==> config.mk <==
export PLATFORM = sky130hd
export DESIGN_NAME = ghrq_div
export DESIGN_NICKNAME = d
export VERILOG_FILES = /design/src/rtl/core/ghrq_pkg.sv /design/src/rtl/core/ghrq_div.sv
export SDC_FILE = /design/constraint.sdc
export NUM_CORES = 1
export LEC_CHECK = 0
export ABC_CLOCK_PERIOD_IN_PS = 3600
export BUFFER_PORTS_ARGS = -buffer_cell sky130_fd_sc_hd__buf_2
export CORE_AREA = 2 2 118 149
export CTS_CLUSTER_DIAMETER = 80
export CTS_CLUSTER_SIZE = 8
export DETAILED_ROUTE_END_ITERATION = 8
export DIE_AREA = 0 0 120 151
export PLACE_DENSITY = 0.58
export RECOVER_POWER = 25
export SYNTH_ARGS = -nofsm -noshare
export SYNTH_HDL_FRONTEND = slang
export SYNTH_SLANG_ARGS = --single-unit
==> constraint.sdc <==
create_clock -name clk -period 3.6 [get_ports clk]
set_clock_uncertainty 0.1 [all_clocks]
set_input_delay 0.36 -clock clk [delete_from_list [all_inputs] [get_ports clk]]
set_output_delay 0.36 -clock clk [all_outputs]
set_load 0.005 [all_outputs]
==> src/rtl/core/ghrq_pkg.sv <==
// ----------------------------------------------------------------------------
// Grid hash radius query package
// Shared constants and types for the grid point store.
// ----------------------------------------------------------------------------
package ghrq_pkg;

  localparam int AxisCellsMax = 16;
  localparam int BucketDepth  = 8;
  localparam int CoordBits    = 20;

  localparam int AxisBits  = $clog2(AxisCellsMax);
  localparam int SlotBits  = 3 * AxisBits;
  localparam int SlotCount = AxisCellsMax * AxisCellsMax * AxisCellsMax;
  localparam int EntBits   = (BucketDepth > 1) ? $clog2(BucketDepth) : 1;
  localparam int FillBits  = $clog2(BucketDepth + 1);
  localparam int PtAddrW   = SlotBits + EntBits;
  localparam int PtDepth   = SlotCount * (1 << EntBits);
  localparam int PtWidth   = 3 * CoordBits;
  localparam int SizeBits  = CoordBits - 1;
  localparam int CntBits   = 5;
  localparam int DiffBits  = CoordBits + 1;
  localparam int QuoBits   = DiffBits;
  localparam int SqBits    = 2 * DiffBits;
  localparam int SumBits   = SqBits + 2;
  localparam int IdxBits   = AxisBits + 2;

  typedef enum logic [2:0] {
    CFG_ORIGIN_X  = 3'd0,
    CFG_ORIGIN_Y  = 3'd1,
    CFG_ORIGIN_Z  = 3'd2,
    CFG_CELL_SIZE = 3'd3,
    CFG_CELLS_X   = 3'd4,
    CFG_CELLS_Y   = 3'd5,
    CFG_CELLS_Z   = 3'd6
  } cfg_idx_t;

  typedef enum logic [1:0] {
    ST_OK      = 2'd0,
    ST_OUTSIDE = 2'd1,
    ST_FULL    = 2'd2
  } status_t;

  typedef struct packed {
    logic                 start;
    logic signed [DiffBits-1:0] num;
    logic [SizeBits-1:0]  den;
  } div_req_t;

  typedef struct packed {
    logic                       done;
    logic signed [QuoBits-1:0]  quo;
  } div_rsp_t;

endpackage

==> src/rtl/core/ghrq_div.sv <==
// ----------------------------------------------------------------------------
// Grid hash floor divider
// Restoring divider, one quotient bit per cycle, floor rounding for signed
// numerators and a positive divisor.
// ----------------------------------------------------------------------------
module ghrq_div
  import ghrq_pkg::*;
(
  input  logic     clk,
  input  logic     rst_n,
  input  div_req_t req,
  output div_rsp_t rsp
);

  localparam int StepBits = $clog2(QuoBits + 1);

  logic [QuoBits-1:0]  mag_r, mag_nxt;
  logic [SizeBits:0]   rem_r, rem_nxt;
  logic [SizeBits-1:0] den_r, den_nxt;
  logic                neg_r, neg_nxt;
  logic [StepBits-1:0] cnt_r, cnt_nxt;
  logic                busy_r, busy_nxt;
  logic                done_r, done_nxt;
  logic [SizeBits:0]   shifted;
  logic [SizeBits:0]   trial;
  logic                rem_nz;
  logic [QuoBits-1:0]  qmag;

  always_comb begin
    shifted  = {rem_r[SizeBits-1:0], mag_r[QuoBits-1]};
    trial    = shifted - {1'b0, den_r};
    mag_nxt  = mag_r;
    rem_nxt  = rem_r;
    den_nxt  = den_r;
    neg_nxt  = neg_r;
    cnt_nxt  = cnt_r;
    busy_nxt = busy_r;
    done_nxt = 1'b0;
    if (req.start) begin
      neg_nxt  = req.num[DiffBits-1];
      mag_nxt  = req.num[DiffBits-1] ? QuoBits'(-req.num) : QuoBits'(req.num);
      den_nxt  = (req.den == '0) ? SizeBits'(1) : req.den;
      rem_nxt  = '0;
      cnt_nxt  = StepBits'(QuoBits);
      busy_nxt = 1'b1;
    end else if (busy_r) begin
      if (!trial[SizeBits]) begin
        rem_nxt = trial;
        mag_nxt = {mag_r[QuoBits-2:0], 1'b1};
      end else begin
        rem_nxt = shifted;
        mag_nxt = {mag_r[QuoBits-2:0], 1'b0};
      end
      cnt_nxt = cnt_r - StepBits'(1);
      if (cnt_r == StepBits'(1)) begin
        busy_nxt = 1'b0;
        done_nxt = 1'b1;
      end
    end
  end

  always_ff @(posedge clk) begin
    if (!rst_n) begin
      busy_r <= 1'b0;
      done_r <= 1'b0;
      cnt_r  <= '0;
    end else begin
      busy_r <= busy_nxt;
      done_r <= done_nxt;
      cnt_r  <= cnt_nxt;
    end
    mag_r <= mag_nxt;
    rem_r <= rem_nxt;
    den_r <= den_nxt;
    neg_r <= neg_nxt;
  end

  assign rem_nz   = (rem_r != '0);
  assign qmag     = mag_r + QuoBits'(neg_r && rem_nz);
  assign rsp.done = done_r;
  assign rsp.quo  = neg_r ? -$signed(qmag) : $signed(qmag);

endmodule

### After elaboration in Yosys (flattened, before gate mapping)

Cells that the tools add are included.

| cells by class | value |
|---|---|
| eq/ne operators | 1 |
| add/subtract/negate cells | 5 |
| bitwise operators | 2 |
| multiplexer cells | 12 |
| reduce and logical (&&, ||, !) cells | 6 |

Operator list:

| cell | number |
|---|---|
| $mux 21 | 4 |
| $neg 21->21 | 2 |
| $add 21x1->21 | 1 |
| $mux 20 | 1 |
| $reduce_bool 20->1 | 1 |
| $sub 20x19->20 | 1 |
| $logic_not 19->1 | 1 |
| $mux 5 | 2 |
| $eq 5x1->1 const B | 1 |
| $mux 1 | 5 |
| $sub 5x1->5 const B | 1 |
| $reduce_or 3->1 | 1 |
| $not 1->1 | 2 |
| $reduce_bool 2->1 | 1 |
| $reduce_or 2->1 | 1 |
| $logic_and 1x1->1 | 1 |

| storage, ports and cells | value |
|---|---|
| input bits | 43 |
| register bits after elaboration | 68 |
| output and inout port bits | 22 |

### Depth between registers and ports, before layout

| depth | value |
|---|---|
| depth after elaboration | 5 |
| gate-level depth with buffers | 17 |
| mapped depth without buffers | 15 |

### Worst setup path before layout

OpenSTA, ideal clock, no wires.

| path | value |
|---|---|
| path kind | register to output |
| from | register neg_r |
| to | output port rsp[18] in the netlist's numbering |
| data arrival time | 3.081 ns |
| path buffers | 2 |
| required time | 3.140 ns |
| stages on the path, launching flop included | 13 |
| path slack | 0.059 ns |
| path through | edfxtp_1 -> buf_1 -> o21a_1 -> ha_1 -> ha_1 -> buf_2 -> nand2_1 -> nor4_1 -> mux2_2 -> o31ai_2 -> nand2_1 -> o31ai_2 -> xnor2_1 |

RTL lines:

| what | RTL line | source |
|---|---|---|
| start: declaration | ghrq_div.sv:20 | `logic neg_r, neg_nxt;` |
| start signal: assignment | ghrq_div.sv:75 | `neg_r <= neg_nxt;` |
| end: declaration | ghrq_div.sv:12 | `output div_rsp_t rsp` |

==> key figures <==
Run status
  • Status: complete, but fails checks
  • Violated checks: max-capacitance violations, max-slew violations

Drt
  • Vias/cell: 5.09
  • Post-DR wirelength/cell: 14.8 µm
  • Final Routed Wirelength: 13,500 µm
  • Iter 0 DRT Violations: 220
  • Number of nets with antenna violations after routing: 0
  • TritonRoute pass-1 iters: 4
  • Vias: 4,626
  • # DRC: 0

Die
  • Initial Util: 31.6%
  • IO Pins: 65
  • Full die area: 0.0181 mm²
  • Row cnt: 53
  • Die width: 120 µm
  • Die Height: 151 µm
  • Core Footprint: 0.0166 mm²

Global routing
  • Pin count of the biggest net entering global routing: 55
  • Initial antenna violation count: 0
  • Vias in the first global route: 4,501
  • Grt ovf: 0
  • First-pass GRT wire length: 21,800 µm
  • GRT Util Overall: 15.0%

Setup path
  • Crit path DAT: 3.06 ns
  • Critical path peak fanout: 4
  • Worst path bufs/invs: 1
  • WS Path Type: reg -> out
  • Critical Path Stages: 13
  • Worst-path cell chain: nor4_4 -> nand3_1 -> o21a_1 -> ha_4 -> ha_4 -> nand2_4 -> nor4_4 -> mux2_4 -> o31ai_4 -> o211ai_2 -> o31ai_4 -> xnor2_1 -> buf_2
  • CP max stage cell: dfxtp_4
  • Cell family with most CP delay: compound AO/OA/AOI/OAI gates
  • Req. time, crit path: 3.14 ns
  • CP endpoint kind: output port
  • Worst reg2reg path depth: 15
  • Slowest stage delay, CP: 0.35 ns
  • Startpoint Class: flip-flop

Synth
  • Post-synthesis register bit count: 68
  • Post-synth top flop: edfxtp_1
  • Synthesized-area fraction occupied by adder cells: 6.57%
  • Area leader, netlist: edfxtp_1
  • Async SR Flop Fraction: 0%
  • Synth unique cells: 60
  • Cells after Synth: 619
  • Mux share of post-synthesis cell area: 3.40%
  • Sequential share of the synthesized area: 33.7%
  • Largest family of logic cells by synthesized area: compound AO/OA/AOI/OAI gates
  • Xor/xnor share of the synthesized area: 11.8%
  • Syn Nets: 689
  • Compound-Gate Fraction of Synth Area: 19.3%
  • Top cell type's share of synthesized area: 23.4%
  • Synth area leaders: edfxtp_1 (23%), dfxtp_1 (10%), xnor2_1 (7.7%), ha_1 (6.2%), xor2_1 (4.2%)
  • Average cell area after synthesis: 8.49 µm²
  • Synth Area in Simple Gates: 18.6%
  • Synthesized cell area: 0.00526 mm²
  • Synth warn: 0
  • Number of flops mapped to enable cells by yosys: 41

Power
  • Sw frac: 30.8%
  • Comb pwr share: 28.3%
  • Internal power: 0.00186 W
  • PwrDens: 408 mW/mm²
  • Power share of the clock group: 34.9%
  • LEAKAGE: 2.60 nW
  • NetSw: 0.000827 W
  • Worst VDD drop: 0.241 mV
  • Seq pwr share: 36.7%

Job
  • Maxcap violations: 1

Timing
  • Crit path time final: 3.52 ns
  • RSZ-0062 raised after global routing: true
  • Final hold vios: 0
  • Fin Setup TNS: 0 ns
  • Slew margin rel.: -0.254%
  • Fin worst setup slack: 0.0782 ns
  • Final Cycle Share: 97.8%
  • Fmax: 284 MHz
  • Setup-failing EPs final: 0
  • Worst-Margin Slew: 1.50 ns
  • Slew Viols, Final: 32

Hold path
  • Min-Delay Path Depth: 1
  • Hold Crit Class: in -> reg

Clocking
  • Clock slew at reported path FFs: 0.06 ns
  • Clock sinks: 68
  • Clock Tree Root: clkbuf_16
  • CTS tree: done
  • H-Tree Level Count: 3
  • CTS buffer count: 9
  • Clock buffer depth: 2
  • CTS Hold Bufs: 0
  • Worst skew pair latency: 0.33 ns

Cells and area
  • NumNets Final: 754
  • Final Cell Area: 0.00659 mm²
  • Number of fill cells: 1,667
  • Multi-input logic area: 0.00343 mm²
  • Number of diodes: 0
  • Most frequent cells in the layout: nor2_1 (53), buf_2 (50), xnor2_1 (45), edfxtp_1 (41), nand2_1 (40)
  • Most common cell after layout, fill and taps aside: nor2_1
  • Layout cell share with drive strength beyond 1: 25.0%
  • Register Area: 0.00178 mm²
  • P&R area growth vs syn: 25.4%

Placement
  • DP HPWL: 10,200 µm
  • Post-DP Area: 0.00593 mm²
  • Placement Setup Slack: -0.0469 ns
  • PortBufs: 64
  • Final Wtd Congestion: 0.824
metal layers:
metal  share of wire, %  wire, µm  vias to the layer above  GRT usage [%]
li1                   -         -                     2353              -
met1                 43      5830                     2171           17.6
met2                 52      6950                       87           27.5
met3                3.2       437                       15           2.33
met4                2.0       267                        0           5.47
met5                  0         0                        -              0
area by class of cell:
class	instances	share of cell area [%]
inverters	36	2.05
flip-flops and latches	68	27.1
multi-input cells	462	52.1
repair buffers	107	9.82
clock inverters	7	1.39
well taps	220	4.18
clock buffers	9	3.42
cell usage after synthesis (all sizes together), types with 9 or more instances:
cell    count
xor2       25
edfxtp     41
a21o       11
inv        36
nor4       16
nor3       13
mux2i      10
nand2      44
dfxtp      27
clkbuf     40
a211oi     11
o21ai      32
a21oi      43
xnor2      46
ha         26
nor2       53
nand3      22
o31ai      11
buf        13
nand4       9
power by group through the flow:
| stage | Combinational, W | Clock (W) | Sequential [W] |
|---|---|---|---|
| 3_3_place_gp | 0.000716 | 0 | 0.000989 |
| 3_5_place_dp | 0.000713 | 0 | 0.000992 |
| 2_1_floorplan | 0.000503 | 0 | 0.000960 |
| 6_report | 0.000761 | 0.000939 | 0.000987 |
| 5_1_grt | 0.000848 | 0.000993 | 0.000998 |
| 4_1_cts | 0.000738 | 0.000960 | 0.000980 |
worst register-to-register path, cell delays in order (launching register included):
cell	delay, ns
dfxtp_1	0.33
buf_4	0.15
ha_1	0.30
a21o_1	0.18
a21o_1	0.19
a21o_1	0.20
a31oi_2	0.27
o21ai_2	0.11
a21o_1	0.19
a21o_1	0.17
ha_1	0.27
and2_1	0.17
buf_4	0.16
o2111a_1	0.13
a211o_1	0.27
nor3_1	0.12
final timing paths:
path,startpoint,end,slack (ns)
hold / removal,req[5],den_r[5]$_SDFFCE_PN0P_,0.12
setup reg to reg,rem_r[11]$_SDFFE_PP0P_,rem_r[12]$_SDFFE_PP0P_,0.18
setup / recovery,rem_r[10]$_SDFFE_PP0P_,rsp[20],0.08
hold reg to reg,rem_r[19]$_SDFFE_PP0P_,rem_r[19]$_SDFFE_PP0P_,0.40
through the flow:
stage | power (W) | std cells | hold slack (ns) | util, %
2_1_floorplan | 0.00146 | 619 | 0.359 | -
6_report | 0.00269 | 909 | 0.117 | 39.6
3_5_place_dp | 0.00170 | 886 | 0.393 | 35.6
4_1_cts | 0.00268 | 904 | 0.106 | 38.5
3_3_place_gp | 0.00171 | 886 | 0.393 | 35.6
5_1_grt | 0.00284 | 909 | 0.105 | 39.6
sequential cells by signal, indices dropped and copies added, names as in the netlist:
register,cells
cnt_r,5
mag_r,21
rem_r,20
done_r,1
den_r,19
neg_r,1
busy_r,1
kinds of logic after synthesis:
group,Yosys count
xor+xnor,71
fa+ha+maj,27
simple gates,193
mux,17
flops,68
buf+inv,89
compound gates,154
repair_timing:
| item | in CTS | in global routing |
|---|---|---|
| endpoints found under the setup margin | 11 | 17 |
| gates resized for setup | 31 | 43 |
| setup buffers | 2 | 5 |
| pin swaps | 8 | 19 |
| endpoints found under the hold margin | 0 | 0 |
Note: power is estimated with default switching activity, not from simulation.
