File: src/rtl/core/ghrq_pkg.sv
// ----------------------------------------------------------------------------
// Grid hash radius query package
// Shared constants and types for the grid point store.
// ----------------------------------------------------------------------------
package ghrq_pkg;

  localparam int AxisCellsMax = 16;
  localparam int BucketDepth  = 8;
  localparam int CoordBits    = 20;

  localparam int AxisBits  = $clog2(AxisCellsMax);
  localparam int SlotBits  = 3 * AxisBits;
  localparam int SlotCount = AxisCellsMax * AxisCellsMax * AxisCellsMax;
  localparam int EntBits   = (BucketDepth > 1) ? $clog2(BucketDepth) : 1;
  localparam int FillBits  = $clog2(BucketDepth + 1);
  localparam int PtAddrW   = SlotBits + EntBits;
  localparam int PtDepth   = SlotCount * (1 << EntBits);
  localparam int PtWidth   = 3 * CoordBits;
  localparam int SizeBits  = CoordBits - 1;
  localparam int CntBits   = 5;
  localparam int DiffBits  = CoordBits + 1;
  localparam int QuoBits   = DiffBits;
  localparam int SqBits    = 2 * DiffBits;
  localparam int SumBits   = SqBits + 2;
  localparam int IdxBits   = AxisBits + 2;

  typedef enum logic [2:0] {
    CFG_ORIGIN_X  = 3'd0,
    CFG_ORIGIN_Y  = 3'd1,
    CFG_ORIGIN_Z  = 3'd2,
    CFG_CELL_SIZE = 3'd3,
    CFG_CELLS_X   = 3'd4,
    CFG_CELLS_Y   = 3'd5,
    CFG_CELLS_Z   = 3'd6
  } cfg_idx_t;

  typedef enum logic [1:0] {
    ST_OK      = 2'd0,
    ST_OUTSIDE = 2'd1,
    ST_FULL    = 2'd2
  } status_t;

  typedef struct packed {
    logic                 start;
    logic signed [DiffBits-1:0] num;
    logic [SizeBits-1:0]  den;
  } div_req_t;

  typedef struct packed {
    logic                       done;
    logic signed [QuoBits-1:0]  quo;
  } div_rsp_t;

endpackage

File: src/rtl/core/ghrq_dist.sv
// ----------------------------------------------------------------------------
// Grid hash distance unit
// Shared square unit: one axis difference squared per cycle, accumulated
// into a squared distance.
// ----------------------------------------------------------------------------
module ghrq_dist
  import ghrq_pkg::*;
(
  input  logic                        clk,
  input  logic                        clr,
  input  logic                        acc,
  input  logic signed [CoordBits-1:0] a,
  input  logic signed [CoordBits-1:0] b,
  output logic [SumBits-1:0]          sum
);

  logic signed [DiffBits-1:0] diff;
  logic [DiffBits-1:0]        mag;
  logic [SqBits-1:0]          sq_r;
  logic                       acc_r;
  logic [SumBits-1:0]         sum_r, sum_nxt;

  assign diff = DiffBits'(a) - DiffBits'(b);
  assign mag  = diff[DiffBits-1] ? DiffBits'(-diff) : DiffBits'(diff);

  always_comb begin
    sum_nxt = sum_r;
    if (clr) begin
      sum_nxt = '0;
    end else if (acc_r) begin
      sum_nxt = sum_r + SumBits'(sq_r);
    end
  end

  always_ff @(posedge clk) begin
    sq_r  <= mag * mag;
    acc_r <= acc;
    sum_r <= sum_nxt;
  end

  assign sum = sum_r;

endmodule

File: config.mk
export PLATFORM = sky130hd
export DESIGN_NAME = ghrq_dist
export DESIGN_NICKNAME = d
export VERILOG_FILES = /design/src/rtl/core/ghrq_pkg.sv /design/src/rtl/core/ghrq_dist.sv
export SDC_FILE = /design/constraint.sdc
export NUM_CORES = 1
export LEC_CHECK = 0
export BUFFER_PORTS_ARGS = -buffer_cell sky130_fd_sc_hd__buf_4
export CORE_UTILIZATION = 23
export DETAILED_ROUTE_END_ITERATION = 10
export PLACE_DENSITY_LB_ADDON = 0.3
export SLEW_MARGIN = 20
export SYNTH_ARGS = -nofsm -noshare
export SYNTH_HDL_FRONTEND = slang
export SYNTH_SLANG_ARGS = --single-unit
File: constraint.sdc
create_clock -name clk -period 10.7 [get_ports clk]
set_input_delay 0 -clock clk [delete_from_list [all_inputs] [get_ports clk]]
set_output_delay 0 -clock clk [all_outputs]
set_load 0.01 [all_outputs]
== Word level (Yosys, flattened, before mapping) ==
Cells that the tools add are included.

* Memories kept: 0
* Bits in writable memories: 0
* Bits in latches: 0
* Register bits: 87
* Output and inout port bits: 44
* ROM bits: 0

* Eq/ne operators: 0
* Div/mod/pow operators: 0
* $lt $le $gt $ge: 0
* Multiply operators: 1
* Shift operators: 0
* Bitwise gates (word level): 0
* Reductions and logical operators: 0
* Mux-type cells: 1
* Add/subtract/negate cells: 3

{| class="wikitable"
|+ Operators with widths
! cell !! number
|-
| $add 44x42->44 || 1
|-
| $mul 21x21->42 || 1
|-
| $mux 21 || 1
|-
| $neg 21->21 || 1
|-
| $sub 20x20->21 || 1
|}

== Depth between registers and ports, before layout ==
Gate-level depths: netlist of the first run.

* Depth after elaboration: 4
* Mapped depth: 41
* Depth with buffers taken out: 39

== Least setup slack after synthesis of the first run ==
No wires, ideal clock.

* Path type: input -> register
* Start point: input a[0]
* End point: register sq_r[41]
* Data arrival time: 8.516 ns
* Stages on the path: 34
* Path buffers: 2
* Required time: 10.570 ns
* Path slack: 2.054 ns
* Cells stage by stage: inv_1 -> ha_1 -> fa_1 -> nor2b_1 -> o211ai_2 -> a21oi_2 -> o211ai_1 -> a21oi_1 -> a31o_2 -> buf_2 -> a31oi_1 -> xnor2_1 -> inv_2 -> clkbuf_1 -> nor2_1 -> fa_1 -> fa_1 -> fa_1 -> inv_1 -> fa_1 -> inv_1 -> fa_1 -> fa_1 -> fa_1 -> ha_1 -> a21o_1 -> a21oi_1 -> o21ai_0 -> a21oi_1 -> a21boi_1 -> o21ai_0 -> a21o_1 -> a221oi_1 -> xnor3_1

* Longest elaborated chain between the ends: 4

{| class="wikitable"
|+ Ends and longest elaborated chain
! element !! line !! RTL
|-
| start, declared || ghrq_dist.sv:12 || <nowiki>input logic signed [CoordBits-1:0] a,</nowiki>
|-
| $sub 20x20->21 * || ghrq_dist.sv:23 || <nowiki>assign diff = DiffBits'(a) - DiffBits'(b);</nowiki>
|-
| $neg 21->21 || ghrq_dist.sv:24 || <nowiki>assign mag = diff[DiffBits-1] ? DiffBits'(-diff) : DiffBits'(diff);</nowiki>
|-
| $mux 21 * || ghrq_dist.sv:24 ||
|-
| $mul 21x21->42 * || ghrq_dist.sv:36 || <nowiki>sq_r <= mag * mag;</nowiki>
|-
| end signal, assigned || ghrq_dist.sv:36 ||
|-
| end, declared || ghrq_dist.sv:19 || <nowiki>logic [SqBits-1:0] sq_r;</nowiki>
|}

Mark *: on every way between the ends. The rest lies on a longest branch, timed or not.
A chain may end at the register's enable or synchronous reset.

== Worst setup path in the final report of the first run ==
* Start point: input a[0]
* End point: register sq_r[38]

The elaborated chain is that of the path after synthesis.

==> results.py, run 1 <==
metrics = {
    "hold_path": {
        "hold_class": "primary input to flip-flop",
        "holdPathEnd": "sum[42]$_SDFFE_PP0P_",
        "hold_depth": 2,
        "min_from": "clr",
    },
    "final_layout": {
        "nets": 2735,
        "diodes": 0,
        "final_common_cell": "inv_1",
        "area.growth.synth_to_final_pct": 12.2,
        "final_cell_mix": "inv_1 (408), fa_1 (314), ha_1 (211), nor2_1 (204), nand2_1 (161)",
        "drive_above_1_share": 0.0852,
    },
    "job": {
        "maxCapViolCount": 0,
    },
    "logic_synthesis": {
        "synthesis.area_mm2": 0.0184,
        "synth-edff-count": 0,
        "synthCells": 2092,
        "synth-seq-cells": 86,
        "yosysWarnings": 0,
        "synthFlopType": "dfxtp_1",
        "ys_seq_area_frac": 0.0936,
        "syn-mean-instance-area_um2": 8.79,
        "async_flop_share": 0,
        "synth_cell_types": 80,
    },
    "floorplanning": {
        "die_h_um": 285,
        "rows": 103,
        "initial_core_util": 0.233,
        "die-area_mm2": 0.0811,
        "core_mm2": 0.0790,
        "die_width_um": 285,
        "io_pins": 87,
    },
    "clocking": {
        "clk_pin_slew_ps": 70,
        "numClockSinks": 86,
        "cts_tree": "done",
        "root_buffer": "clkbuf_16",
        "numCtsBuffers": 9,
        "clock_latency_ps": 360,
        "post_cts_resized": 0,
        "clock_path_buffers": 2,
        "h-tree-depth": 3,
    },
    "setup_path": {
        "crit_type": "primary input to flip-flop",
        "cp.depth": 35,
        "critical_path_required_ps": 10990,
        "timing.rr.end": "sum[36]$_SDFFE_PP0P_",
        "max_stage_delay_ps": 610,
        "critPathCaptureType": "flip-flop",
        "reg2reg_depth": 12,
        "crit_top_cell": "fa_1",
        "cp_data_arrival_time_ps": 10060,
        "cp_num_buf_inv": 6,
        "crit_family": "adder cells",
        "r2r_slack_ps": 7230,
        "crit_fanout": 15,
        "startpoint_type": "primary input",
        "r2r_start": "sum[0]$_SDFFE_PP0P_",
        "critPathSlowestCell": "o31ai_1",
    },
    "global_routing": {
        "antenna_found_initial": 0,
        "grt_pass1_vias": 14000,
        "track_usage": 0.123,
        "grt_pass1_wl_mm": 78.7,
        "gr-total-overflow": 0,
        "grt_max_degree": 55,
    },
    "sta": {
        "drv_slew": 0,
        "fmax_mhz": 102,
        "post-route-period-util": 0.913,
        "setup_tns_ps": 0,
        "rsz0062_at_grt": "no",
        "timing.slew.headroom": 0.433,
        "clock_skew_ps": 7.19,
        "setup_violations": 0,
        "tightest_slew_ps": 847,
        "period_needed_ps": 9770,
        "hold_viol": 0,
    },
    "detailed_routing": {
        "ant_nets": 0,
        "drc_errors": 0,
        "drt_iter0_drc": 670,
        "routed_via_density": 4.29,
        "first_pass_iters": 7,
        "drt-total-wl_mm": 49.5,
        "wl_per_cell_um": 15.3,
        "via_count": 13800,
    },
    "place": {
        "place_hpwl_mm": 41.8,
        "gp_congestion": 0.878,
        "portBuffers": 86,
    },
    "outcome": {
        "status": "finished, final reports clean",
    },
}
==> flip-flops by register name, indices dropped and copies added, names as in the netlist <==
name / flops
sum: 44
sq_r: 41
acc_r: 1
==> Yosys cell counts, types with 18 or more instances <==
cell type / count / share of area
nand2b_1: 20 / 0.0068
xor2_1: 40 / 0.019
and3_1: 18 / 0.0061
mux2i_1: 33 / 0.018
nand3_1: 23 / 0.0063
o21ai_0: 49 / 0.013
inv_2: 34 / 0.0069
xnor2_1: 66 / 0.031
ha_1: 211 / 0.14
dfxtp_1: 86 / 0.094
buf_2: 18 / 0.0049
a21o_1: 62 / 0.025
nor2_1: 204 / 0.042
fa_1: 314 / 0.34
clkbuf_1: 37 / 0.0075
inv_1: 408 / 0.083
a21oi_1: 81 / 0.022
nand2_1: 161 / 0.033
==> routing by layer <==
metal | share of wire | routed length (um) | GRT usage
met4 | 0.0094 | 467 | 0.0203
met2 | 0.45 | 22100 | 0.194
met3 | 0.038 | 1890 | 0.00992
met5 | 0 | 0 | 0
met1 | 0.51 | 25000 | 0.183
==> stage by stage <==
stage	util	cells	hold slack (ps)	setup WS, ps	instance area [um2]
3_3_place_gp	0.258	3205	106	705	20300
2_1_floorplan	-	2106	27.7	2050	18400
5_1_grt	0.261	3222	129	492	20600
6_report	0.261	3222	92.5	934	20600
3_5_place_dp	0.258	3205	111	637	20300
4_1_cts	0.261	3222	106	997	20600
==> repair_timing <==
action	CTS	global route
endpoints found under the hold margin	1	0
buffers inserted	0	0
hold buffers	1	0
==> worst max-delay path by stage <==
stage	startpoint	endpoint	slack, ps
after floorplan	a[0]	sq_r[41]$_DFF_P_	2050
final	a[0]	sq_r[38]$_DFF_P_	930
after global routing	a[0]	sq_r[38]$_DFF_P_	490
after CTS	a[0]	sq_r[38]$_DFF_P_	1000
after detailed placement	a[0]	sq_r[38]$_DFF_P_	640
after global placement	a[11]	sq_r[38]$_DFF_P_	700
==> kinds of logic after synthesis <==
kind of cell             synth area share
AO/OA/AOI/OAI                       0.117
other                            0.000408
multiplexers                       0.0186
adder cells (fa/ha/maj)             0.485
buffers and inverters               0.104
XOR/XNOR                           0.0561
AND/OR/NAND/NOR                     0.125
flip-flops                         0.0936
==> cell type report <==
type	count	area (um2)
Timing Repair Buffer	111	836
Clock buffer	9	225
Fill cell	8609	58400
Multi-Input combinational cell	1517	14800
Inverter	442	1660
Sequential cell	86	1720
Tap cell	1050	1310
Clock inverter	7	57.6
Power of run 1 is left out: the tool's default activity adds up to more than one toggle a clock period on the data nets, which glitch-free logic cannot reach.
==> run 2: changes to the inputs <==
--- a/config.mk
+++ b/config.mk
@@ -8,7 +8,7 @@
 export BUFFER_PORTS_ARGS = -buffer_cell sky130_fd_sc_hd__buf_4
 export CORE_UTILIZATION = 23
 export DETAILED_ROUTE_END_ITERATION = 10
-export PLACE_DENSITY_LB_ADDON = 0.3
+export PLACE_DENSITY = 0.37
 export SLEW_MARGIN = 20
 export SYNTH_ARGS = -nofsm -noshare
 export SYNTH_HDL_FRONTEND = slang
==> run 2 against run 1 <==
Cell count is 0.25% higher; setup slack better by 37 ps; wire length is 8.9% higher; first-iteration DRC count is 1.3% lower; global-route usage is 1.1 points higher; utilization is 0.095 points higher; clock skew is 2.1 ps lower; sequential cell count stayed put; highest routed layer unchanged.
==> results.py, run 2 (same netlist as run 1, synthesis figures left out) <==
metrics = {
    "setup_path": {
        "critPathCaptureType": "flip-flop",
        "timing.rr.end": "sum[36]$_SDFFE_PP0P_",
        "critical_path_required_ps": 10980,
        "r2r_slack_ps": 7230,
        "cp_data_arrival_time_ps": 10010,
        "crit_fanout": 12,
        "max_stage_delay_ps": 720,
        "reg2reg_depth": 12,
        "cp.depth": 35,
        "crit_type": "primary input to flip-flop",
        "crit_family": "adder cells",
        "crit_top_cell": "fa_1",
        "critPathSlowestCell": "xor2_2",
        "cp_num_buf_inv": 5,
        "startpoint_type": "primary input",
        "r2r_start": "sum[0]$_SDFFE_PP0P_",
    },
    "clocking": {
        "cts_tree": "done",
        "clock_latency_ps": 350,
        "h-tree-depth": 3,
        "root_buffer": "clkbuf_16",
        "clk_pin_slew_ps": 60,
        "numClockSinks": 86,
        "clock_path_buffers": 2,
        "numCtsBuffers": 9,
    },
    "sta": {
        "period_needed_ps": 9730,
        "rsz0062_at_grt": "no",
        "setup_tns_ps": 0,
        "hold_ws_ps": 122,
        "hold_viol": 0,
        "timing.slew.headroom": 0.419,
        "setup_violations": 0,
        "clock_skew_ps": 5.10,
        "post-route-period-util": 0.909,
        "drv_slew": 0,
        "fmax_mhz": 103,
        "tightest_slew_ps": 871,
    },
    "global_routing": {
        "track_usage": 0.134,
        "antenna_found_initial": 0,
        "grt_pass1_vias": 14800,
        "gr-total-overflow": 0,
        "grt_max_degree": 55,
        "grt_pass1_wl_mm": 85.1,
    },
    "final_layout": {
        "area.growth.synth_to_final_pct": 12.6,
        "largest_register_ff_count": 44,
        "ff_latch_area_mm2": 0.00172,
        "nets": 2743,
        "drive_above_1_share": 0.0885,
        "diodes": 0,
        "instances_no_fill": 3230,
        "multi_input_area_mm2": 0.0148,
        "final_cell_mix": "inv_1 (408), fa_1 (314), ha_1 (211), nor2_1 (204), nand2_1 (161)",
        "final_util": 0.262,
        "final_common_cell": "inv_1",
        "layout.filler_cells": 8582,
    },
    "detailed_routing": {
        "first_pass_iters": 5,
        "drt_iter0_drc": 661,
        "drc_errors": 0,
        "routed_via_density": 4.33,
        "drt-total-wl_mm": 53.9,
        "via_count": 14000,
        "wl_per_cell_um": 16.7,
        "ant_nets": 0,
    },
    "floorplanning": {
        "die_width_um": 285,
        "rows": 103,
        "io_pins": 87,
        "die-area_mm2": 0.0811,
        "die_h_um": 285,
        "initial_core_util": 0.233,
        "core_mm2": 0.0790,
    },
    "place": {
        "place_hpwl_mm": 45.5,
        "portBuffers": 86,
        "gp_congestion": 0.811,
        "placed_cells": 3213,
    },
    "hold_path": {
        "holdPathEnd": "sum[24]$_SDFFE_PP0P_",
        "hold_depth": 2,
        "min_from": "clr",
        "hold_class": "primary input to flip-flop",
    },
    "job": {
        "maxCapViolCount": 0,
    },
    "outcome": {
        "status": "finished, final reports clean",
    },
}
-- run 2: cell types whose count changed in the layout (fill, tap and decap cells not counted), sizes merged --
cell	previous run	this run
buf	110	118
inv	445	444
bufinv	0	1
-- run 2: timing repair --
item                      CTS  global route
resized for setup           0             0
hold endpoints to repair    1             0
setup buffers               0             0
hold buffers                1             0
-- run 2: routing by layer --
metal | vias up | GRT usage | wire length, um
li1 | 6797 | - | -
met1 | 6916 | 0.198 | 27500
met2 | 238 | 0.209 | 23600
met3 | 40 | 0.0137 | 1840
met4 | 0 | 0.0282 | 916
met5 | - | 0 | 0
-- run 2: worst max path at each step --
stage,from,end,slack [ps]
6_report,a[0],sq_r[38]$_DFF_P_,970
5_1_grt,a[0],sq_r[38]$_DFF_P_,250
4_1_cts,a[0],sq_r[38]$_DFF_P_,950
3_5_place_dp,a[0],sq_r[38]$_DFF_P_,560
3_3_place_gp,a[0],sq_r[38]$_DFF_P_,620
2_1_floorplan,a[0],sq_r[41]$_DFF_P_,2050
-- run 2: layout make-up --
cell class,instances,share of cell area
repair buffers,119,0.0433
inverters,442,0.0801
multi-input cells,1517,0.716
clock buffers,9,0.0109
flip-flops and latches,86,0.0832
clock inverters,7,0.00350
well taps,1050,0.0634
-- run 2: per-stage QoR --
stage	cell area (um2)	setup slack, ps
final	20700	971
after global routing	20700	251
after CTS	20700	952
after detailed placement	20400	558
after global placement	20400	620
after floorplan	18400	2050
Power of run 2 is left out for the same reason.
