**config.mk**
```make
export PLATFORM = sky130hd
export DESIGN_NAME = ghrq_ram
export DESIGN_NICKNAME = d
export VERILOG_FILES = /design/src/rtl/core/ghrq_ram.sv
export SDC_FILE = /design/constraint.sdc
export NUM_CORES = 1
export LEC_CHECK = 0
export BUFFER_PORTS_ARGS = -buffer_cell sky130_fd_sc_hd__buf_2
export CAP_MARGIN = 20
export CORE_AREA = 4 4 107 109
export DETAILED_ROUTE_END_ITERATION = 10
export DIE_AREA = 0 0 111 113
export PLACE_DENSITY = 0.65
export SYNTH_ARGS = -nofsm -noshare
export SYNTH_HDL_FRONTEND = slang
export SYNTH_SLANG_ARGS = --single-unit
```
**constraint.sdc**
```tcl
create_clock -name clk -period 2.5 [get_ports clk]
set_input_delay 0.375 -clock clk [delete_from_list [all_inputs] [get_ports clk]]
set_output_delay 0.375 -clock clk [all_outputs]
set_load 0.01 [all_outputs]
```
**src/rtl/core/ghrq_ram.sv**
```systemverilog
// ----------------------------------------------------------------------------
// Generic RAM
// Single write port, single read port, registered read data.
// ----------------------------------------------------------------------------
module ghrq_ram #(
  parameter int Width = 8,
  parameter int Depth = 16
) (
  input  logic                     clk,
  input  logic                     we,
  input  logic [$clog2(Depth)-1:0] waddr,
  input  logic [Width-1:0]         wdata,
  input  logic [$clog2(Depth)-1:0] raddr,
  output logic [Width-1:0]         rdata
);

  logic [Width-1:0] mem [Depth];

  always_ff @(posedge clk) begin
    if (we) begin
      mem[waddr] <= wdata;
    end
    rdata <= mem[raddr];
  end

endmodule

```
* Yosys cells after proc, flatten, opt, wreduce, memory -nomap -nowiden *
Memory sizes are Yosys's and may differ from the RTL's. A register that Yosys moved wholly into a read port is not among the register bits.
Cells that the tools add are included.

storage, ports and cells
  flip-flop bits (word level) = 0
  bits in writable memories = 128
  input bits = 18
  output and inout port bits = 8
  logic and storage cells = 3
  memories kept = 1

memory list
  name  words  width  rd ports  clocked after Yosys merged registers in  wr ports  line  source
  mem   16     8      1         1                                        1         17    logic [Width-1:0] mem [Depth];

operators by class
  muxes and demuxes = 2

operator list
  kind              count
  2-to-1 mux 1 bit  2

* Depth between registers and ports, before layout *
Gate-level depths: netlist of the first run.

  depth after elaboration = 2
  gate-level depth with buffers = 5
  depth with buffers taken out = 3

* Worst setup path before layout of the first run *
OpenSTA, ideal clock, no wires.

  path type = input port to flip-flop
  start = input port waddr[2]
  end = memory mem[0][0] (enable)
  library setup time = 0.383 ns
  data arrival time = 1.485 ns
  required time = 2.117 ns
  path slack = 0.632 ns
  stages = 2
  path buffers = 0
  cell sequence = or3b_2 -> nor3_1

RTL lines
  element          line  source
  start, declared  11    input logic [$clog2(Depth)-1:0] waddr,
  end, declared    17

No word-level cell before the write port.

* Worst setup path in the final report of the first run *
  start = register rdata[3], read port of mem
  end = output port rdata[3]

RTL lines
  element          line  source
  start, declared  14    output logic [Width-1:0] rdata

No word-level cell between the ends.

==> flow_summary.toml, run 1 <==
[status]
status = "completed"

[drt]
drc = 0
first_iter_violations = 177
ant_nets = 0
firstDrtPassIters = 5
vias = 2389
drt-total-wl_um = 9860
wl_per_cell_um = 22.6
avgViaCountPerCell = 5.47

[synth]
syn_nets = 247
synth_top_family_by_area = "multiplexers"
ys_ff_latch = 136
synth_mux_area_share_pct = 15.0
netlist_area_um2 = 5150
synthAdderAreaFrac_pct = 0
synth-xor-area-share_pct = 0
synth_cell_type_count = 19
synth-compound-area-share_pct = 2.33
synth_area_per_cell_um2 = 22.5
yosys.area_share.simple_pct = 3.18
postSynthCellCount = 229
ys_seq_area_share_pct = 77.8
yosysWarnings = 0

[critical_path]
critPathBufInv = 1
cpMaxStageDelayCell = "dfxtp_1"
cp_max_fo = 1
reg2reg_slack_ns = 1.16
cp_top_family = "flip-flops"
crit_type = "reg -> out"
timing.rr.start = "mem[11][6]"
cp_cell_sequence = "buf_2"
worstReg2RegEnd = "rdata[6]"
end_kind = "primary output"
max_stage_delay_ns = 0.36
r2r_cells = 3
required_ns = 2.12
startpoint_type = "register"
worstPathArrival_ns = 1.03

[timing]
final-setup-viol-count = 0
finalCritPeriodShare_pct = 56.2
slew_viol_final = 0
max_freq_mhz = 712
period_minus_slack_ns = 1.40
slew_headroom_pct = 45.5
tightest_slew_ns = 0.814
layout_setup_ws_ns = 1.10
final.setup_skew_ns = 0.0150
rsz0062_at_grt = "false"
timing.hold.ws_ns = 0.235
finalHoldViolCount = 0
setup_tns_ns = 0

[cts]
cts_hold_buf = 0
post_cts_buffers = 0
cts_buffer_depth = 2
htreeDepth = 4
cts_root_buffer = "clkbuf_8"
cts-resized-gates = 0
cts_buffers = 17
clock_sinks = 136
cts_tree = "built"
clk_latency_ns = 0.53
clk_pin_slew_ns = 0.06

[job]
cap_violations = 0

[pwr]
p_leak_uw = 0.00210
power_density_nw_per_um2 = 885
ir_drop_uv = 524

[cells_and_area]
layout_commonest_cell = "edfxtp_1"
final_cell_mix = "edfxtp_1, buf_2, buf_4, mux4_2"
syn_to_final_growth_pct = 19.7
fin_nets = 301
layout-drive-gt1-share_pct = 32.1
fin_util_pct = 58.1

[global_routing]
antenna_found_initial = 1
grt_remaining_overflow = 0
grt_use_total_pct = 16.9
grt_max_degree = 33
grt_pass1_wl_um = 15100
grt_pass1_vias = 2516

[worst_hold_path]
hp-start = "wdata[1]"
hold_path_depth = 1
min_path_type = "in -> reg"
hold_end = "mem[10][1]"

[placed_design]
io_buffers = 25
hpwl_um = 6270
place_ws_ns = 0.700
place_congestion = 0.744

[die]
die_w_um = 111
die_h_um = 113
core-area_um2 = 10600
initial_core_util_pct = 48.5
die_area_um2 = 12500
rows = 38
pin_count = 26
-- registers in the layout (all words and copies together) (netlist names) --
signal and cells:
rdata 8, mem 128
-- area by class of cell --
type	count	area, um^2
fill	781	4440
sequential	136	4000
multi-input combinational	83	1060
clock buffer	17	414
timing repair buffer	45	288
clock inverter	15	223
tap	140	175
antenna	1	2.50
-- where the power goes --
part	internal, uW	total (uW)	switching, uW	leakage, uW
Combinational	101	236	135	0.000581
Clock	1720	2650	931	0.000295
Sequential	2550	2570	15.8	0.00122
-- through the flow --
| stage | cells | cell area (um^2) | power (uW) |
|---|---|---|---|
| final | 437 | 6160 | 5450 |
| after CTS | 436 | 6160 | 5510 |
| after global routing | 437 | 6160 | 5630 |
| after floorplan | 229 | 5150 | 2740 |
| after global placement | 404 | 5520 | 2850 |
| after detailed placement | 404 | 5520 | 2850 |
-- synthesized netlist by cell type --
library cell	count	area [um^2]
clkdlybuf4s25_2	3	30.0
nor3_1	4	20.0
and2_1	1	6.26
dfxtp_1	8	160
mux4_2	18	405
nand2b_1	2	12.5
buf_6	3	33.8
buf_2	3	15.0
or3b_2	1	8.76
edfxtp_1	128	3840
mux4_1	14	368
nor2_1	13	48.8
buf_4	1	7.51
nand3b_1	2	15.0
a22oi_1	16	120
and2b_1	1	7.51
nand2_1	9	33.8
nand3_1	1	5.00
nor2b_1	1	6.26
-- kinds of logic (layout without fill, tap and decap cells) --
family	count (synthesis)	after routing
flops	136	136
simple gates	35	35
mux	32	32
compound gates	16	16
buf+inv	10	77
other cells	0	1
-- metal layers --
layer	up-vias	GRT usage (%)	wire [um]
li1	1085	-	-
met4	0	7.80	109
met2	81	26.0	4870
met5	-	0	0
met3	7	4.76	705
met1	1216	22.8	4180
-- how the worst max path moves through the flow --
stage,slack (ns),start,cells past startpoint,to
finish,1.10,rdata[3],1,rdata[3]
floorplan,0.63,waddr[2],2,mem[0][0]
detailed placement,0.70,raddr[1],5,rdata[6]
global route,1.05,rdata[3],1,rdata[3]
global placement,0.68,raddr[1],5,rdata[7]
CTS,1.06,rdata[3],1,rdata[3]
Note: power is estimated with default switching activity, not from simulation.
==> run 2, diff against run 1 <==
- ABC_AREA: unset -> 1
- CORE_AREA: 4 4 107 109 -> 4 4 113 115
- DIE_AREA: 0 0 111 113 -> 0 0 117 119
- PLACE_DENSITY: 0.65 -> 0.67
- clock period: 2.5 -> 1.15 ns (I/O delays scaled with it)
==> run 2 against run 1 <==
Against the previous run:
- synthesized cell count increased by 140%
- worst hold slack got worse by 0.071 ns
- via count increased by 58%
- critical path type unchanged
==> flow_summary.toml, run 2 <==
[placed_design]
placed_cells = 730
place_ws_ns = -0.0258
place_congestion = 0.798
hpwl_um = 7690
io_buffers = 25

[global_routing]
grt_use_total_pct = 18.8
antenna_found_initial = 0
grt_max_degree = 45
grt_remaining_overflow = 0
grt_pass1_vias = 3837
grt_pass1_wl_um = 19500

[worst_hold_path]
min_path_type = "in -> reg"
hp-start = "wdata[4]"

[die]
die_h_um = 119
pin_count = 26
die_area_um2 = 13900
rows = 40
core-area_um2 = 11800
die_w_um = 117
initial_core_util_pct = 48.8

[synth]
synth_edf_count = 128
syn_nets = 569
synth_top_area_share_pct = 66.7
netlist_area_um2 = 5770
synth_common_cells = "nand2_1, edfxtp_1, inv_1, nand3_1, nor2_1"
synth_cell_type_count = 12
ys_ff_latch = 136
synth.area.top_cells = "edfxtp_1, nand2_1, nand3_1, inv_1, dfxtp_1"
yosysWarnings = 0
ys_seq_area_share_pct = 69.4
synth_area_per_cell_um2 = 10.5
synth-main-ff-cell = "edfxtp_1"
postSynthCellCount = 551
yosysMostFrequentCell = "nand2_1"
synth_area_leader_cell = "edfxtp_1"
synth-async-reset-ratio_pct = 0

[timing]
final-setup-viol-count = 0
finalHoldViolCount = 0
slew_headroom_pct = 75.0
max_freq_mhz = 981
layout_setup_ws_ns = 0.131
finalCritPeriodShare_pct = 88.6
period_minus_slack_ns = 1.02
rsz0062_at_grt = "false"
tightest_slew_ns = 0.376
final.setup_skew_ns = 0.00790
setup_tns_ns = 0
slew_viol_final = 0

[cts]
cts-resized-gates = 0
clk_pin_slew_ns = 0.06
cts_hold_buf = 0
cts_buffer_depth = 2
clock_sinks = 136
cts_tree = "built"
clk_latency_ns = 0.40
post_cts_buffers = 0
htreeDepth = 4
cts_root_buffer = "clkbuf_16"
cts_buffers = 17

[cells_and_area]
layout_commonest_cell = "nand2_1"
antenna_cells = 0
fin_cells = 761
top_register = "mem"
largestRegisters = "mem: 128 flops, rdata: 8 flops"
largest_reg_flops = 128
fillCellCount = 988
fin_nets = 620
multi_input_area_um2 = 1210
final_cell_mix = "nand2_1, edfxtp_1, inv_1, nand3_1"
layout-drive-gt1-share_pct = 13.7
regArea_um2 = 4000
syn_to_final_growth_pct = 17.5

[critical_path]
required_ns = 0.98
cp_top_family = "flip-flops"
startpoint_type = "register"
timing.rr.start = "mem[1][0]"
cpMaxStageDelayCell = "dfxtp_1"
crit_start = "rdata[0]"
end_kind = "primary output"
critPathBufInv = 1
max_stage_delay_ns = 0.31
crit_type = "reg -> out"
worstPathArrival_ns = 0.85
cp_cell_sequence = "buf_2"
cp_max_fo = 1

[pwr]
p_leak_uw = 0.00298
finalPower_uw = 11300
power_density_nw_per_um2 = 1670
ir_drop_uv = 965

[drt]
drt-total-wl_um = 11800
ant_nets = 0
first_iter_violations = 315
firstDrtPassIters = 5
vias = 3784
drc = 0
wl_per_cell_um = 15.5
avgViaCountPerCell = 4.97

[job]
cap_violations = 0

[status]
status = "completed"
## run 2: worst paths after layout
kind                            slack [ns]  depth (start not counted)        end
worst min register to register        0.66                          6   rdata[4]
worst min-delay path                  0.16                          1  mem[3][4]
worst max register to register        0.18                          6   rdata[0]
worst max-delay path                  0.13                          1   rdata[0]
## run 2: final cells by class
cell class                      instances  area share [%]
Timing Repair Buffer                   56            6.39
Clock inverter                          4           0.665
Inverter                              102            5.65
Sequential cell                       136            59.1
Tap cell                              147            2.71
Multi-Input combinational cell        289            17.9
Clock buffer                           27            7.57
## run 2: power breakdown
part / switching [uW] / leakage [uW] / internal (uW)
clock: 1820 / 0.000277 / 3240
combinational: 467 / 0.00148 / 239
sequential: 26.6 / 0.00122 / 5540
## run 2: per-layer routing
layer  wire length (um)  vias up  track usage [%]  part of all wire [%]
li1                   -     1872                -                     -
met1               5120     1776             25.9                    43
met2               5740      122             28.8                    49
met3                740       14             4.73                   6.3
met4                189        0             6.88                   1.6
met5                  0        -                0                     0
## run 2: stage by stage
stage	utilization [%]	hold slack, ns	cell area [um^2]
6_report	57.4	0.164	6780
3_3_place_gp	52.6	0.569	6220
4_1_cts	57.4	0.151	6780
3_5_place_dp	52.6	0.567	6220
2_1_floorplan	-	0.271	5770
5_1_grt	57.4	0.168	6780
## run 2: cells by family after synthesis
family        Yosys count  share of synthesized area, %
flops                 136                          69.4
simple gates          289                          21.0
buf+inv               126                          9.52
==> run 3, diff against run 2 <==
- BUFFER_PORTS_ARGS: -buffer_cell sky130_fd_sc_hd__buf_2 -> -buffer_cell sky130_fd_sc_hd__buf_4
==> run 3 against run 2 <==
Against the previous run:
- setup slack worse by 0.052 ns
- worst hold slack worse by 0.064 ns
- global-route usage is 1.2 points higher
- register-to-register slack worse by 0.10 ns
- clock skew is 0.0049 ns lower
- die area stayed put
- combinational power is 11% higher
- sequential share of layout area is 0.28 points lower
- clock power is 6.3% lower
- critical endpoint is now rdata[0]
- largest power group unchanged
==> flow_summary.toml, run 3 (synthesized netlist as in run 2, its figures left out) <==
[critical_path]
required_ns = 1.45
timing.rr.start = "mem[7][0]"
cp_max_fo = 1
worstReg2RegEnd = "rdata[0]"
reg2reg_slack_ns = 0.08
crit_type = "reg -> reg"
startpoint_type = "register"
end_kind = "register"
worstPathArrival_ns = 1.37
r2r_cells = 6

[die]
rows = 40
die_w_um = 117
die_area_um2 = 13900
initial_core_util_pct = 48.8
pin_count = 26
die_h_um = 119
core-area_um2 = 11800

[drt]
wl_per_cell_um = 16.8
avgViaCountPerCell = 5.07
first_iter_violations = 354
ant_nets = 0
firstDrtPassIters = 5
vias = 3855
drc = 0
drt-total-wl_um = 12800

[cells_and_area]
layout-drive-gt1-share_pct = 14.0
final_cell_mix = "nand2_1, edfxtp_1, inv_1, nand3_1, buf_4"
largestRegisters = "mem: 128 flops, rdata: 8 flops"
syn_to_final_growth_pct = 18.1
regArea_um2 = 4000
layout_commonest_cell = "nand2_1"
multi_input_area_um2 = 1210
fin_cells = 760
largest_reg_flops = 128
fillCellCount = 982
antenna_cells = 0
top_register = "mem"
fin_nets = 620

[cts]
cts_hold_buf = 0
cts_root_buffer = "clkbuf_16"
post_cts_buffers = 0
clk_pin_slew_ns = 0.05
cts_tree = "built"
clock_sinks = 136
cts-resized-gates = 0
htreeDepth = 4
clk_latency_ns = 0.41
cts_buffer_depth = 2
cts_buffers = 17

[global_routing]
grt_use_total_pct = 20.0
grt_remaining_overflow = 0
grt_pass1_vias = 3749
grt_pass1_wl_um = 20200
antenna_found_initial = 0
grt_max_degree = 58

[timing]
slew_viol_final = 0
tightest_slew_ns = 0.277
layout_setup_ws_ns = 0.0787
max_freq_mhz = 933
finalHoldViolCount = 0
period_minus_slack_ns = 1.07
rsz0062_at_grt = "false"
final.setup_skew_ns = 0.00296
finalCritPeriodShare_pct = 93.2
final-setup-viol-count = 0
slew_headroom_pct = 81.5

[placed_design]
hpwl_um = 8040
place_ws_ns = -0.126
placed_cells = 730
place_congestion = 0.964
io_buffers = 25

[worst_hold_path]
min_path_type = "in -> reg"
hp-start = "raddr[3]"
hold_path_depth = 3
hold_end = "rdata[5]"

[pwr]
ir_drop_uv = 965
p_leak_uw = 0.00299
power_density_nw_per_um2 = 1630

[status]
status = "completed"

[job]
cap_violations = 0
## run 3: cell count changes in the layout (fill, tap and decap cells not counted)
| cell | change |
|---|---|
| buf_2 | -25 |
| buf_4 | +24 |
| clkinv_2 | +6 |
| clkbuf_1 | -5 |
| clkbuf_8 | -5 |
| clkinv_1 | +2 |
| buf_12 | +1 |
| clkinvlp_4 | +1 |
## run 3: worst max path at each step
stage               from         to  slack (ns)
2_1_floorplan   waddr[3]  mem[4][0]        0.03
3_3_place_gp    raddr[0]   rdata[3]       -0.11
3_5_place_dp    raddr[0]   rdata[3]       -0.13
4_1_cts         rdata[3]   rdata[3]        0.07
5_1_grt        mem[7][0]   rdata[0]        0.01
6_report       mem[7][0]   rdata[0]        0.08
## run 3: layout make-up
class	instances	share of cell area, %
sequential	136	58.8
inverter	102	5.62
clock inverter	13	1.32
timing repair buffer	56	7.46
tap	147	2.70
multi-input combinational	289	17.8
clock buffer	17	6.25
## run 3: worst max-delay path: stages, from the launching register on
cell and delay (ns):
edfxtp_1 0.39, inv_1 0.07, nand2_1 0.05, nand3_1 0.08
nand3_1 0.13, nand3_1 0.17, nand2_1 0.07
## run 3: report_power, final
group / switching [uW] / total (uW) / internal [uW]
sequential: 30.6 / 5570 / 5540
combinational: 502 / 784 / 282
clock: 1860 / 4740 / 2880
total: 2390 / 11100 / 8710
## run 3: per-layer routing
| metal | vias to the layer above | routed length [um] | share of wire (%) | track usage, % |
|---|---|---|---|---|
| met5 | - | 0 | 0 | 0 |
| met4 | 0 | 367 | 2.9 | 9.61 |
| met3 | 27 | 717 | 5.6 | 5.03 |
| met2 | 134 | 6070 | 47 | 30.1 |
| met1 | 1819 | 5630 | 44 | 26.9 |
| li1 | 1875 | - | - | - |
## run 3: through the flow
step / utilization, % / cell area (um^2) / power [uW] / setup TNS, ns / hold WS (ns)
3_5_place_dp: 53.3 / 6290 / 6460 / -2.01 / 0.511
3_3_place_gp: 53.3 / 6290 / 6450 / -1.52 / 0.503
5_1_grt: 57.6 / 6810 / 11500 / 0 / 0.0885
4_1_cts: 57.6 / 6810 / 11200 / 0 / 0.0762
6_report: 57.6 / 6810 / 11100 / 0 / 0.100
2_1_floorplan: - / 5770 / 6080 / 0 / 0.271
